### src/design/wacrm_pkg.sv
// Package for the windowed AC RMS meter: payload structs, register codes and reset values.
// No dependencies; the front, back, top and checker files use it by scoped names.
package wacrm_pkg;

  // register indexes of the configuration port
  localparam logic [0:0] CFG_WINDOWS = 1'd0;
  localparam logic [0:0] CFG_GAIN    = 1'd1;

  localparam int unsigned CFG_DATA_W   = 20;
  localparam int unsigned WIN_W        = 8;
  localparam int unsigned GAIN_W       = 20;
  localparam int unsigned FIELD_W      = 12;
  localparam logic [WIN_W-1:0]  WIN_RESET  = 8'd5;
  localparam logic [GAIN_W-1:0] GAIN_RESET = 20'd46475;
  localparam logic [FIELD_W-1:0] OUT_MAX   = 12'd4095;

  typedef struct packed {
    logic [FIELD_W-1:0] sample;
    logic               window_end;
  } in_t;

  typedef struct packed {
    logic [FIELD_W-1:0] rms_reading;
    logic [FIELD_W-1:0] zero_point;
    logic               overflow;
  } out_t;

  // classification of a finished window, front to back
  typedef struct packed {
    logic is_offset;
    logic last;
    logic overflow;
  } win_ctl_t;

  localparam int unsigned CTL_W = $bits(win_ctl_t);

endpackage

### src/design/wacrm_fifo.sv
// Short register queue between the sample front and the window back end.
// Depends on nothing; width and depth come from parameters.
module wacrm_fifo #(
  parameter int unsigned WIDTH = 8,
  parameter int unsigned DEPTH = 2
) (
  input  logic             clk_i,
  input  logic             rst_ni,
  input  logic             wr_i,
  input  logic [WIDTH-1:0] wdata_i,
  output logic             full_o,
  input  logic             rd_i,
  output logic [WIDTH-1:0] rdata_o,
  output logic             empty_o
);
  localparam int unsigned PTR_W = (DEPTH > 1) ? $clog2(DEPTH) : 1;
  localparam int unsigned CNT_W = $clog2(DEPTH + 1);

  logic [WIDTH-1:0] mem_q [DEPTH];
  logic [PTR_W-1:0] wptr_q, rptr_q;
  logic [CNT_W-1:0] cnt_q;
  logic             do_wr, do_rd;

  assign full_o  = (cnt_q == CNT_W'(DEPTH));
  assign empty_o = (cnt_q == '0);
  assign do_wr   = wr_i & ~full_o;
  assign do_rd   = rd_i & ~empty_o;
  assign rdata_o = mem_q[rptr_q];

  // store entries
  always_ff @(posedge clk_i) begin
    if (do_wr) begin
      mem_q[wptr_q] <= wdata_i;
    end
  end

  // advance pointers and fill count
  always_ff @(posedge clk_i or negedge rst_ni) begin
    if (!rst_ni) begin
      wptr_q <= '0;
      rptr_q <= '0;
      cnt_q  <= '0;
    end else begin
      if (do_wr) begin
        wptr_q <= (wptr_q == PTR_W'(DEPTH - 1)) ? '0 : wptr_q + 1'b1;
      end
      if (do_rd) begin
        rptr_q <= (rptr_q == PTR_W'(DEPTH - 1)) ? '0 : rptr_q + 1'b1;
      end
      if (do_wr && !do_rd) begin
        cnt_q <= cnt_q + 1'b1;
      end else if (do_rd && !do_wr) begin
        cnt_q <= cnt_q - 1'b1;
      end
    end
  end
endmodule

### src/design/wacrm_front.sv
// Sample front: accumulates samples or squared deviations per window and hands finished
// windows to the back end. Depends on wacrm_pkg.
module wacrm_front #(
  parameter int unsigned SAMPLE_BITS = 12,
  parameter int unsigned COUNT_BITS  = 16,
  parameter int unsigned SUM_W       = 2 * SAMPLE_BITS + COUNT_BITS
) (
  input  logic                       clk_i,
  input  logic                       rst_ni,
  input  logic                       push,
  output logic                       full,
  input  wacrm_pkg::in_t             in_i,
  input  logic [wacrm_pkg::WIN_W-1:0] windows_i,
  output logic                       rec_wr_o,
  input  logic                       rec_full_i,
  output logic [SUM_W-1:0]           rec_sum_o,
  output logic [COUNT_BITS-1:0]      rec_cnt_o,
  output logic [wacrm_pkg::WIN_W-1:0] rec_done_o,
  output logic [SAMPLE_BITS-1:0]     rec_dc_o,
  output wacrm_pkg::win_ctl_t        rec_ctl_o,
  input  logic                       dc_valid_i,
  input  logic [SAMPLE_BITS-1:0]     dc_i
);
  localparam int unsigned W = wacrm_pkg::WIN_W;

  logic                   meas_q, ovf_q, wait_dc_q;
  logic [W-1:0]           win_idx_q;
  logic [COUNT_BITS-1:0]  cnt_q, cnt_d;
  logic [SUM_W-1:0]       sum_q, sum_d;
  logic [SAMPLE_BITS-1:0] dc_q, s, d;
  logic [15:0]            s_ext;
  logic [2*SAMPLE_BITS-1:0] sq;
  logic                   accept, at_max, ovf_d, is_last;
  logic [W:0]             done;
  logic [W-1:0]           target;

  assign full   = rec_full_i | wait_dc_q;
  assign accept = push & ~full;

  // deviation from the zero point and its square
  assign s_ext = 16'(in_i.sample);
  assign s     = s_ext[SAMPLE_BITS-1:0];
  assign d     = (s >= dc_q) ? s - dc_q : dc_q - s;
  assign sq    = d * d;

  // stop counting at the limit, flag overflow
  assign at_max = (cnt_q == '1);
  assign ovf_d  = ovf_q | at_max;
  assign cnt_d  = at_max ? cnt_q : cnt_q + 1'b1;
  assign sum_d  = at_max ? sum_q :
                  (meas_q ? sum_q + SUM_W'(sq) : sum_q + SUM_W'(s));

  // classify the window end
  assign done    = {1'b0, win_idx_q} + 1'b1;
  assign target  = (windows_i == '0) ? W'(1) : windows_i;
  assign is_last = meas_q && (done >= {1'b0, target});

  assign rec_wr_o   = accept & in_i.window_end;
  assign rec_sum_o  = sum_d;
  assign rec_cnt_o  = cnt_d;
  assign rec_done_o = done[W-1:0];
  assign rec_dc_o   = dc_q;
  assign rec_ctl_o  = '{is_offset: ~meas_q, last: is_last, overflow: ovf_d};

  // window bookkeeping
  always_ff @(posedge clk_i or negedge rst_ni) begin
    if (!rst_ni) begin
      meas_q    <= 1'b0;
      ovf_q     <= 1'b0;
      wait_dc_q <= 1'b0;
      win_idx_q <= '0;
      cnt_q     <= '0;
      sum_q     <= '0;
      dc_q      <= '0;
    end else begin
      if (dc_valid_i) begin
        dc_q      <= dc_i;
        wait_dc_q <= 1'b0;
      end
      if (accept) begin
        if (!in_i.window_end) begin
          cnt_q <= cnt_d;
          sum_q <= sum_d;
          ovf_q <= ovf_d;
        end else begin
          cnt_q <= '0;
          sum_q <= '0;
          if (!meas_q) begin
            meas_q    <= 1'b1;
            win_idx_q <= '0;
            wait_dc_q <= 1'b1;
            ovf_q     <= ovf_d;
          end else if (is_last) begin
            meas_q    <= 1'b0;
            win_idx_q <= '0;
            ovf_q     <= 1'b0;
          end else begin
            win_idx_q <= done[W-1:0];
            ovf_q     <= ovf_d;
          end
        end
      end
    end
  end
endmodule

### src/design/wacrm_back.sv
// Window back end: shared bit-serial divider, digit-serial square root, gain multiply and
// accumulation; returns the zero point to the front and fills the result register.
// Depends on wacrm_pkg.
module wacrm_back #(
  parameter int unsigned SAMPLE_BITS = 12,
  parameter int unsigned COUNT_BITS  = 16,
  parameter int unsigned SUM_W       = 2 * SAMPLE_BITS + COUNT_BITS
) (
  input  logic                        clk_i,
  input  logic                        rst_ni,
  input  logic                        rec_empty_i,
  output logic                        rec_rd_o,
  input  logic [SUM_W-1:0]            rec_sum_i,
  input  logic [COUNT_BITS-1:0]       rec_cnt_i,
  input  logic [wacrm_pkg::WIN_W-1:0] rec_done_i,
  input  logic [SAMPLE_BITS-1:0]      rec_dc_i,
  input  wacrm_pkg::win_ctl_t         rec_ctl_i,
  input  logic [wacrm_pkg::GAIN_W-1:0] gain_i,
  output logic                        dc_valid_o,
  output logic [SAMPLE_BITS-1:0]      dc_o,
  output logic                        empty,
  input  logic                        pop,
  output wacrm_pkg::out_t             out_o
);
  localparam int unsigned GW     = wacrm_pkg::GAIN_W;
  localparam int unsigned FW     = wacrm_pkg::FIELD_W;
  localparam int unsigned ROOT_W = SAMPLE_BITS + 8;
  localparam int unsigned SQ_W   = 2 * ROOT_W;
  localparam int unsigned PROD_W = ROOT_W + GW;
  localparam int unsigned SCL_W  = PROD_W - 16;
  localparam int unsigned ACC_W  = SCL_W + wacrm_pkg::WIN_W;
  localparam int unsigned DIV_W  = (SUM_W > ACC_W) ? SUM_W : ACC_W;
  localparam int unsigned DEN_W  = COUNT_BITS;
  localparam int unsigned STEP_W = $clog2(DIV_W + 1);
  localparam int unsigned AVG_W  = DIV_W - 8;

  localparam logic [2:0] ST_IDLE = 3'd0;
  localparam logic [2:0] ST_DIV  = 3'd1;
  localparam logic [2:0] ST_SQRT = 3'd2;
  localparam logic [2:0] ST_MUL  = 3'd3;
  localparam logic [2:0] ST_ACC  = 3'd4;
  localparam logic [2:0] ST_OUT  = 3'd5;

  logic [2:0]             state_q, state_d;
  wacrm_pkg::win_ctl_t    ctl_q;
  logic [wacrm_pkg::WIN_W-1:0] done_q;
  logic [SAMPLE_BITS-1:0] dc_q;
  logic                   final_q;
  logic [DIV_W-1:0]       num_q;
  logic [DEN_W-1:0]       den_q;
  logic [DEN_W:0]         rem_q, div_r;
  logic                   div_ge;
  logic [STEP_W-1:0]      step_q;
  logic [SQ_W-1:0]        sv_q;
  logic [ROOT_W+1:0]      srem_q, s_r, s_t;
  logic [ROOT_W-1:0]      root_q;
  logic                   s_ge;
  logic [PROD_W-1:0]      prod_q;
  logic [ACC_W-1:0]       acc_q, acc_d;
  logic [AVG_W-1:0]       avg;
  logic                   res_valid_q;
  wacrm_pkg::out_t        res_q;

  assign rec_rd_o = (state_q == ST_IDLE) && !rec_empty_i;
  assign empty    = ~res_valid_q;
  assign out_o    = res_q;
  assign dc_o     = num_q[SAMPLE_BITS-1:0];

  // one restoring divide step
  assign div_r  = {rem_q[DEN_W-1:0], num_q[DIV_W-1]};
  assign div_ge = div_r >= {1'b0, den_q};

  // one square root digit
  assign s_r  = {srem_q[ROOT_W-1:0], sv_q[SQ_W-1 -: 2]};
  assign s_t  = {root_q, 2'b01};
  assign s_ge = s_r >= s_t;

  assign acc_d = acc_q + ACC_W'(prod_q[PROD_W-1:16]);
  assign avg   = num_q[DIV_W-1:8];

  // sequence one window through the units
  always_comb begin
    state_d    = state_q;
    dc_valid_o = 1'b0;
    unique case (state_q)
      ST_IDLE: if (!rec_empty_i) state_d = ST_DIV;
      ST_DIV: begin
        if (step_q == STEP_W'(DIV_W)) begin
          if (final_q) begin
            state_d = ST_OUT;
          end else if (ctl_q.is_offset) begin
            dc_valid_o = 1'b1;
            state_d    = ST_IDLE;
          end else begin
            state_d = ST_SQRT;
          end
        end
      end
      ST_SQRT: if (step_q == STEP_W'(ROOT_W)) state_d = ST_MUL;
      ST_MUL:  state_d = ST_ACC;
      ST_ACC:  state_d = ctl_q.last ? ST_DIV : ST_IDLE;
      ST_OUT:  if (!res_valid_q) state_d = ST_IDLE;
      default: state_d = ST_IDLE;
    endcase
  end

  always_ff @(posedge clk_i or negedge rst_ni) begin
    if (!rst_ni) begin
      state_q     <= ST_IDLE;
      res_valid_q <= 1'b0;
      acc_q       <= '0;
      final_q     <= 1'b0;
      step_q      <= '0;
    end else begin
      state_q <= state_d;
      if (pop && res_valid_q) begin
        res_valid_q <= 1'b0;
      end
      unique case (state_q)
        ST_IDLE: begin
          final_q <= 1'b0;
          step_q  <= '0;
        end
        ST_DIV: begin
          if (step_q == STEP_W'(DIV_W)) begin
            step_q <= '0;
          end else begin
            step_q <= step_q + 1'b1;
          end
        end
        ST_SQRT: begin
          step_q <= step_q + 1'b1;
        end
        ST_ACC: begin
          acc_q   <= acc_d;
          final_q <= ctl_q.last;
          step_q  <= '0;
        end
        ST_OUT: begin
          if (!res_valid_q) begin
            res_valid_q <= 1'b1;
            acc_q       <= '0;
          end
        end
        default: ;
      endcase
    end
  end

  // datapath registers
  always_ff @(posedge clk_i) begin
    case (state_q)
      ST_IDLE: begin
        ctl_q  <= rec_ctl_i;
        done_q <= rec_done_i;
        dc_q   <= rec_dc_i;
        num_q  <= DIV_W'(rec_sum_i);
        den_q  <= rec_cnt_i;
        rem_q  <= '0;
      end
      ST_DIV: begin
        if (step_q != STEP_W'(DIV_W)) begin
          rem_q <= div_ge ? div_r - {1'b0, den_q} : div_r;
          num_q <= {num_q[DIV_W-2:0], div_ge};
        end else begin
          if (den_q == '0) num_q <= '0;
          sv_q   <= {num_q[2*SAMPLE_BITS-1:0], 16'd0};
          srem_q <= '0;
          root_q <= '0;
        end
      end
      ST_SQRT: begin
        if (step_q != STEP_W'(ROOT_W)) begin
          srem_q <= s_ge ? s_r - s_t : s_r;
          root_q <= {root_q[ROOT_W-2:0], s_ge};
          sv_q   <= {sv_q[SQ_W-3:0], 2'b00};
        end
      end
      ST_MUL: begin
        prod_q <= PROD_W'(root_q) * PROD_W'(gain_i);
      end
      ST_ACC: begin
        num_q <= DIV_W'(acc_d);
        den_q <= DEN_W'(done_q);
        rem_q <= '0;
      end
      ST_OUT: begin
        if (!res_valid_q) begin
          res_q.rms_reading <= (avg > AVG_W'(wacrm_pkg::OUT_MAX)) ?
                               wacrm_pkg::OUT_MAX : avg[FW-1:0];
          res_q.zero_point  <= FW'(dc_q);
          res_q.overflow    <= ctl_q.overflow;
        end
      end
      default: ;
    endcase
  end
endmodule

### src/design/windowed_ac_rms_meter_top.sv
// Top level of the windowed AC RMS meter: configuration registers, front, window queue, back.
// Depends on wacrm_pkg, wacrm_front, wacrm_fifo and wacrm_back.
//
// Use: push samples on in_i with push while full is low; set window_end on the last sample
// of each window. The first window of a measurement sets the zero point, the next
// windows_per_measurement windows are RMS windows; one reading appears on out_o
// (empty low) after the last of them and leaves with pop.
// Ordinary samples are taken every cycle while full is low. A window end queues the window
// for the back end (two-entry queue); full rises while the queue is full and, after the
// zero point window, until its divide is done. The divider is DIV_W bits wide, the larger
// of SUM_W = 2*SAMPLE_BITS+COUNT_BITS and the accumulator width, 40 bits by default.
// Each RMS window takes the back end through a bit-serial divide, a two-bit-per-cycle root
// and one multiply; the last window adds another divide. A reading is delayed while
// earlier windows still wait in the queue. A single result register holds the reading;
// if the receiver does not pop, the back end halts, the queue fills and full rises. Reset
// clears all measurement state, restores the register defaults (5 windows, gain 46475) and
// empties the queue and the result register. Configuration: cfg_we_i writes cfg_data_i to
// register cfg_idx_i. The user must write only while idle; the block has no check for it.
module windowed_ac_rms_meter_top #(
  parameter int unsigned SAMPLE_BITS = 12,
  parameter int unsigned COUNT_BITS  = 16
) (
  input  logic                             clk_i,
  input  logic                             rst_ni,
  input  logic                             push,
  output logic                             full,
  input  wacrm_pkg::in_t                   in_i,
  output logic                             empty,
  input  logic                             pop,
  output wacrm_pkg::out_t                  out_o,
  input  logic                             cfg_we_i,
  input  logic [0:0]                       cfg_idx_i,
  input  logic [wacrm_pkg::CFG_DATA_W-1:0] cfg_data_i
);
  localparam int unsigned SUM_W = 2 * SAMPLE_BITS + COUNT_BITS;
  localparam int unsigned WW    = wacrm_pkg::WIN_W;
  localparam int unsigned REC_W = wacrm_pkg::CTL_W + SUM_W + COUNT_BITS + WW + SAMPLE_BITS;

  logic [WW-1:0]                   windows_q;
  logic [wacrm_pkg::GAIN_W-1:0]    gain_q;
  logic                            rec_wr, rec_full, rec_rd, rec_empty, dc_valid;
  logic [SUM_W-1:0]                f_sum, b_sum;
  logic [COUNT_BITS-1:0]           f_cnt, b_cnt;
  logic [WW-1:0]                   f_done, b_done;
  logic [SAMPLE_BITS-1:0]          f_dc, b_dc, dc;
  wacrm_pkg::win_ctl_t             f_ctl, b_ctl;
  logic [REC_W-1:0]                rec_in, rec_out;

  // hold configuration registers
  always_ff @(posedge clk_i or negedge rst_ni) begin
    if (!rst_ni) begin
      windows_q <= wacrm_pkg::WIN_RESET;
      gain_q    <= wacrm_pkg::GAIN_RESET;
    end else if (cfg_we_i) begin
      unique case (cfg_idx_i)
        wacrm_pkg::CFG_WINDOWS: windows_q <= cfg_data_i[WW-1:0];
        wacrm_pkg::CFG_GAIN:    gain_q    <= cfg_data_i;
        default: ;
      endcase
    end
  end

  wacrm_front #(.SAMPLE_BITS(SAMPLE_BITS), .COUNT_BITS(COUNT_BITS), .SUM_W(SUM_W)) u_front (
    .clk_i, .rst_ni, .push, .full, .in_i,
    .windows_i (windows_q),
    .rec_wr_o  (rec_wr),
    .rec_full_i(rec_full),
    .rec_sum_o (f_sum),
    .rec_cnt_o (f_cnt),
    .rec_done_o(f_done),
    .rec_dc_o  (f_dc),
    .rec_ctl_o (f_ctl),
    .dc_valid_i(dc_valid),
    .dc_i      (dc)
  );

  assign rec_in = {f_ctl, f_sum, f_cnt, f_done, f_dc};

  wacrm_fifo #(.WIDTH(REC_W), .DEPTH(2)) u_queue (
    .clk_i, .rst_ni,
    .wr_i   (rec_wr),
    .wdata_i(rec_in),
    .full_o (rec_full),
    .rd_i   (rec_rd),
    .rdata_o(rec_out),
    .empty_o(rec_empty)
  );

  assign {b_ctl, b_sum, b_cnt, b_done, b_dc} = rec_out;

  wacrm_back #(.SAMPLE_BITS(SAMPLE_BITS), .COUNT_BITS(COUNT_BITS), .SUM_W(SUM_W)) u_back (
    .clk_i, .rst_ni,
    .rec_empty_i(rec_empty),
    .rec_rd_o   (rec_rd),
    .rec_sum_i  (b_sum),
    .rec_cnt_i  (b_cnt),
    .rec_done_i (b_done),
    .rec_dc_i   (b_dc),
    .rec_ctl_i  (b_ctl),
    .gain_i     (gain_q),
    .dc_valid_o (dc_valid),
    .dc_o       (dc),
    .empty, .pop, .out_o
  );
endmodule

### config.mk
export PLATFORM = sky130hd
export DESIGN_NAME = windowed_ac_rms_meter_top
export DESIGN_NICKNAME = d
export VERILOG_FILES = /design/src/design/wacrm_pkg.sv /design/src/design/wacrm_fifo.sv /design/src/design/wacrm_front.sv /design/src/design/wacrm_back.sv /design/src/design/windowed_ac_rms_meter_top.sv
export SDC_FILE = /design/constraint.sdc
export NUM_CORES = 2
export LEC_CHECK = 0
export ABC_AREA = 0
export BUFFER_PORTS_ARGS = -buffer_cell sky130_fd_sc_hd__buf_2
export CAP_MARGIN = 20
export CORE_MARGIN = 1
export CORE_UTILIZATION = 55
export CTS_CLUSTER_DIAMETER = 120
export DETAILED_ROUTE_END_ITERATION = 8
export GPL_TIMING_DRIVEN = 0
export PLACE_DENSITY = 0.71
export SETUP_SLACK_MARGIN = 0.3
export SLEW_MARGIN = 20
export SYNTH_ARGS = -nofsm -noshare
export SYNTH_HDL_FRONTEND = slang
export SYNTH_HIERARCHICAL = 1
export SYNTH_SLANG_ARGS = --single-unit
### constraint.sdc
create_clock -name clk_i -period 15.7 [get_ports clk_i]
set_clock_uncertainty 0.15 [all_clocks]
set_input_delay 3.925 -clock clk_i [delete_from_list [all_inputs] [get_ports clk_i]]
set_output_delay 3.925 -clock clk_i [all_outputs]
set_load 0.02 [all_outputs]
* Word level (Yosys, flattened, before mapping) *
Memories as Yosys holds them, arrays and structs flattened.
Index checks and enable logic that the tools add are counted.
W data, S select, Z words.

storage, ports and cells
  register bits after elaboration = 394
  RAM bits = 158
  input port bits = 39
  output and inout bits = 27
  word-level logic and storage cells = 175
  memories = 1

operators by class
  add/sub/neg operators = 14
  multiply operators = 2
  magnitude comparators = 5
  equality and inequality tests = 19
  multiplexer cells = 61
  bitwise operators = 12
  reductions and logical operators = 29

memories
  memory         words  bits a word  read ports  clocked after memory_dff  write ports  RTL line          source
  u_queue.mem_q  2      79           1           0                         1            wacrm_fifo.sv:19  logic [WIDTH-1:0] mem_q [DEPTH];

operator list
  operator                 count
  $mux W40                 7
  $pmux W40 S3             1
  $mux W20                 5
  $pmux W20 S2             2
  $pmux W40 S2             1
  $mux W16                 4
  $pmux W16 S2             2
  $pmux W32 S2             1
  $add A40 B12 Y40         1
  $add A40 B24 Y40         1
  $mul A20 B20 Y40         1
  $add A32 B24 Y32         1
  $gt A32 B12 Y1 const B   1
  $mux W32                 1
  $mul A12 B12 Y24         1
  $mux W8                  3
  $sub A12 B12 Y12         2
  $ge A22 B22 Y1           1
  $mux W1                  21
  $sub A20 B20 Y20         1
  $pmux W3 S6              1
  $pmux W6 S3              1
  $ge A17 B16 Y1           1
  $add A16 B1 Y16 const B  1
  other kinds (40)         80

* Logic depth before layout (Yosys ltp) *
  depth after elaboration = 10
  mapped depth = 35
  depth with buffers taken out = 34

* Cells and area by module *
The synthesis kept the hierarchy.

modules (own cells, without submodules)
  module                     times used  cells each  area each (um2)  seq. area each (um2)
  wacrm_back                 1           2,648       26,041.2         7,322.0
  wacrm_front                1           1,414       11,568.6         1,976.9
  wacrm_fifo                 1           265         6,298.5          4,844.6
  windowed_ac_rms_meter_top  1           61          1,057.3          714.4

* Worst setup path before layout *
No wires, ideal clock.

  kind = input-to-reg
  start = input in_i[1] (netlist bit)
  end = register u_front.sum_q[36]
  library setup time = 0.104 ns
  arrival = 11.260 ns
  required time = 15.446 ns
  slack = 4.187 ns
  stages on the path = 34
  buffers on the path = 1
  path through = inv_1 -> ha_1 -> inv_1 -> fa_1 -> a211oi_2 -> o21a_1 -> nor3_2 -> o31a_1 -> buf_4 -> o211ai_1 -> nand3_1 -> xor2_2 -> inv_2 -> or2_2 -> fa_1 -> inv_1 -> fa_1 -> inv_1 -> fa_1 -> inv_1 -> fa_1 -> inv_1 -> fa_1 -> inv_1 -> ha_1 -> nand2_1 -> o21a_1 -> o2bb2ai_1 -> o21ai_1 -> a211oi_1 -> a221o_4 -> nand4_4 -> or4_1 -> o311ai_1

between the ends
  cells in the longest elaborated chain, start to end = 7
  elaborated cells between the ends (all ways) = 10
  classes of those cells = 4 x add/sub; 1 x mul; 1 x order compare; 4 x mux

RTL lines
  element                                                    RTL line                         source
  start: declaration                                         windowed_ac_rms_meter_top.sv:27  input wacrm_pkg::in_t in_i,
  $sub A12 B12 Y12 / $ge A12 B12 Y1 (equally long branches)  wacrm_front.sv:43                assign d = (s >= dc_q) ? s - dc_q : dc_q - s;
  $mux W12                                                   wacrm_front.sv:43
  $mul A12 B12 Y24                                           wacrm_front.sv:44                assign sq = d * d;
  $add A40 B24 Y40                                           wacrm_front.sv:51                (meas_q ? sum_q + SUM_W'(sq) : sum_q + SUM_W'(s));
  $mux W40 (*)                                               wacrm_front.sv:51
  $mux W40 (*)                                               wacrm_front.sv:50                assign sum_d = at_max ? sum_q :
  $mux W40 (*)                                               wacrm_front.sv:81                if (!in_i.window_end) begin
  end signal: assignment                                     wacrm_front.sv:83                sum_q <= sum_d;
  end: declaration                                           wacrm_front.sv:29                logic [SUM_W-1:0] sum_q, sum_d;

Every way passes the cells marked *; elsewhere a longest branch is shown, timed or not.
A chain may end at the register's enable or synchronous reset.

* Worst setup path after layout *
  start = input in_i[1] (netlist bit)
  end = register u_front.sum_q[39]

The elaborated chain is that of the path after synthesis.

==> results.py <==
metrics = {
    "clocking": {
        "cts_buffer_depth": 3,
        "clk_pin_slew_ns": 0.07,
        "htree_levels": 2,
        "clkLatencyLatePin_ns": 0.62,
        "ctsResizeCount": 0,
        "postCtsSetupBuffers": 0,
        "cts_sinks": 520,
        "numCtsBuffers": 55,
        "cts-root-buf": "clkbuf_16",
        "tritoncts": "built",
        "hold_buffers": 0,
    },
    "place": {
        "place_area_um2": 47000,
        "port_buffers": 65,
        "dp_hpwl_mm": 92.3,
        "gp_congestion": 0.936,
        "pre_cts_ws_ns": 2.58,
    },
    "floorplanning": {
        "io_pins": 66,
        "initial_utilization": 0.557,
        "die_y_um": 288,
        "fp-row-count": 104,
        "die_x_um": 288,
        "die-area_um2": 82900,
        "core_um2": 80700,
    },
    "power_and_ir_drop": {
        "switching_share": 0.465,
        "pwr-share-comb": 0.645,
        "clkPwrFrac": 0.155,
        "power.internal_mw": 4.94,
        "switching_power_mw": 4.29,
        "vdd_drop_max_mv": 0.520,
        "power_frac_seq": 0.199,
        "p_per_area_nw_per_um2": 188,
        "p_leak_nw": 23.2,
    },
    "worst_setup_path": {
        "critPathMaxFanout": 10,
        "cp_common_cell": "inv_1",
        "end_kind": "flip-flop",
        "arrival_ns": 13.02,
        "slowest_delay_ns": 0.64,
        "cp-start-kind": "input pin",
        "cp.required_ns": 16.03,
        "path_class": "in2reg",
        "worst_path_max_delay_cell": "a2111oi_2",
    },
    "min_path": {
        "hp-class": "reg2reg",
    },
    "final_layout": {
        "synthToLayoutAreaGrowth_pct": 9.01,
        "mostFrequentLayoutCell": "inv_1",
        "layout-drive-gt1-share": 0.0883,
        "multiInputGateArea_um2": 26600,
        "final_cell_mix": "650 x inv_1, 491 x nand2_1, 423 x fa_1",
        "regArea_um2": 14900,
        "final_design_area_no_fill_um2": 49000,
        "fillers": 6713,
        "nets": 5313,
    },
    "sta": {
        "slew_headroom": 0.305,
        "setup_viol": 0,
        "max_freq_ghz": 0.0788,
        "worstMarginPinSlew_ns": 1.04,
        "finalHoldViolations": 0,
        "rsz0062_at_grt": "no",
        "setup_slack_ns": 3.01,
        "final_max_slew_viol_count": 0,
        "finalCriticalPeriod_ns": 12.69,
        "fin_crit_sh": 0.808,
        "setup_tns_ns": 0,
    },
    "yosys": {
        "synth_area_um2": 45000,
        "ys_seq_elements": 520,
        "ys.flop_type": "edfxtp_1",
        "synth.avg_cell_area_um2": 10.2,
        "post_synth_inst_count": 4388,
        "async_flop_share": 0.296,
        "synth.distinct_cells": 116,
        "synth_edf_count": 366,
        "synth-seq-area-share": 0.330,
        "synth_warnings": 6,
        "syn_nets": 5174,
    },
    "global_routing": {
        "antenna_found_initial": 1,
        "grt.total_usage": 0.294,
        "grt_pass1_vias": 33444,
        "grt_pass1_wl_mm": 187,
        "grt_remaining_overflow": 0,
        "grt_max_degree": 80,
    },
    "job": {
        "cap_viol_max_count": 0,
    },
    "run_status": {
        "violations": "design-rule violations",
        "status": "finished with violations",
    },
    "drt": {
        "viasPerCell": 5.80,
        "totalWireLength_mm": 118,
        "remaining_drc_errors": 20,
        "vias": 32652,
        "post_drt_wl_per_cell_um": 20.9,
        "drtPass1Iterations": 9,
        "ant_nets": 0,
        "drt-initial-drc-count": 2931,
    },
}
==> critical path: cells and delay by family <==
family	cells	cell delay (ns)
AOI/OAI and AO/OA	11	3.32
muxes	1	0.26
buffers and inverters	10	0.98
adders and majority gates	8	3.42
xor gates and xnor gates	1	0.53
and+or+nand+nor	3	0.58
==> worst paths after layout <==
kind | from | end | slack, ns | cells past startpoint
hold / removal | u_back/dc_q[0] | u_back/out_o[1] | 0.28 | 0
max in group asynchronous | rst_ni | gain_q[12] | 11.34 | 2
setup reg to reg | u_front/rec_dc_o[0] | u_front/sum_q[39] | 6.06 | 32
min in group asynchronous | rst_ni | u_front/rec_dc_o[8] | 3.12 | 1
setup / recovery | in_i[1] | u_front/sum_q[39] | 3.01 | 34
hold reg to reg | u_back/dc_q[0] | u_back/out_o[1] | 0.28 | 0
==> state kept, by name, summed over array words and instances, names as in the netlist, 24 cells and up <==
name	cells
u_back/sv_q	24
u_back/acc_q	32
u_back/prod_q	24
u_back/num_q	40
u_back/out_o	25
u_front/sum_q	40
u_queue/mem_q	158
==> final cells by class <==
type | instances | area share
buffer | 214 | 0.0223
timing repair buffer | 82 | 0.0133
clock buffer | 68 | 0.0304
multi-input combinational | 2999 | 0.543
clock inverter | 35 | 0.0104
sequential | 520 | 0.303
antenna | 1 | 0.0000511
tap | 1060 | 0.0271
inverter | 655 | 0.0502
==> logic make-up (layout without fill, tap and decap cells) <==
kind of cell             after synthesis  after routing  synth area share
AND/OR/NAND/NOR                     1257           1257             0.136
buffers and inverters                869           1054            0.0790
adder cells (fa/ha/maj)              747            747             0.278
AO/OA/AOI/OAI                        702            702             0.105
flip-flops                           520            520             0.330
XOR/XNOR                             163            163            0.0322
multiplexers                         130            130            0.0385
other                                  0              1                 0
==> metrics by stage <==
stage	util	std cells	power (mW)	hold WS (ns)
2_1_floorplan	-	4388	6.08	0.250
3_3_place_gp	0.578	5513	7.67	0.251
3_5_place_dp	0.583	5530	7.76	0.257
4_1_cts	0.608	5633	9.24	0.271
5_1_grt	0.608	5633	9.99	0.285
6_report	0.608	5634	9.23	0.275
==> Yosys cell counts, drive strengths merged (21+ instances only) <==
cell    count  area, µm²
nand2     492       1850
edfxtp    366      11000
clkbuf    157        593
dfrtp     143       3580
a21oi     185        948
inv       653       2450
nand2b     33        206
ha        324       4050
xor2       63        574
mux2i      22        220
nor3       43        241
and2      244       1530
nand3      84        425
and3       21        138
xnor2     100        876
fa        423       8470
o211ai     25        193
nor4       21        138
a31oi      22        144
o21a       25        188
mux2      108       1510
o31ai      22        165
o21ai     154        782
nand4      28        196
a21o       76        571
a22o       47        412
nor2      200        753
or3        23        144
a22oi      25        193
buf        56        480
==> power groups by stage <==
stage               Combinational, mW  Clock, mW  Sequential [mW]
global placement                 5.80          0             1.87
floorplan                        4.22          0             1.86
CTS                              5.95       1.45             1.84
detailed placement               5.89          0             1.87
finish                           5.96       1.43             1.84
global route                     6.65       1.50             1.84
==> routing by layer <==
metal	vias to the layer above	track usage	wire length [µm]
met3	224	0.0424	8820
li1	14891	-	-
met1	16238	0.412	50400
met4	0	0.107	4500
met2	1299	0.465	54300
met5	-	0	0
Power figures use the tool's default switching activity.
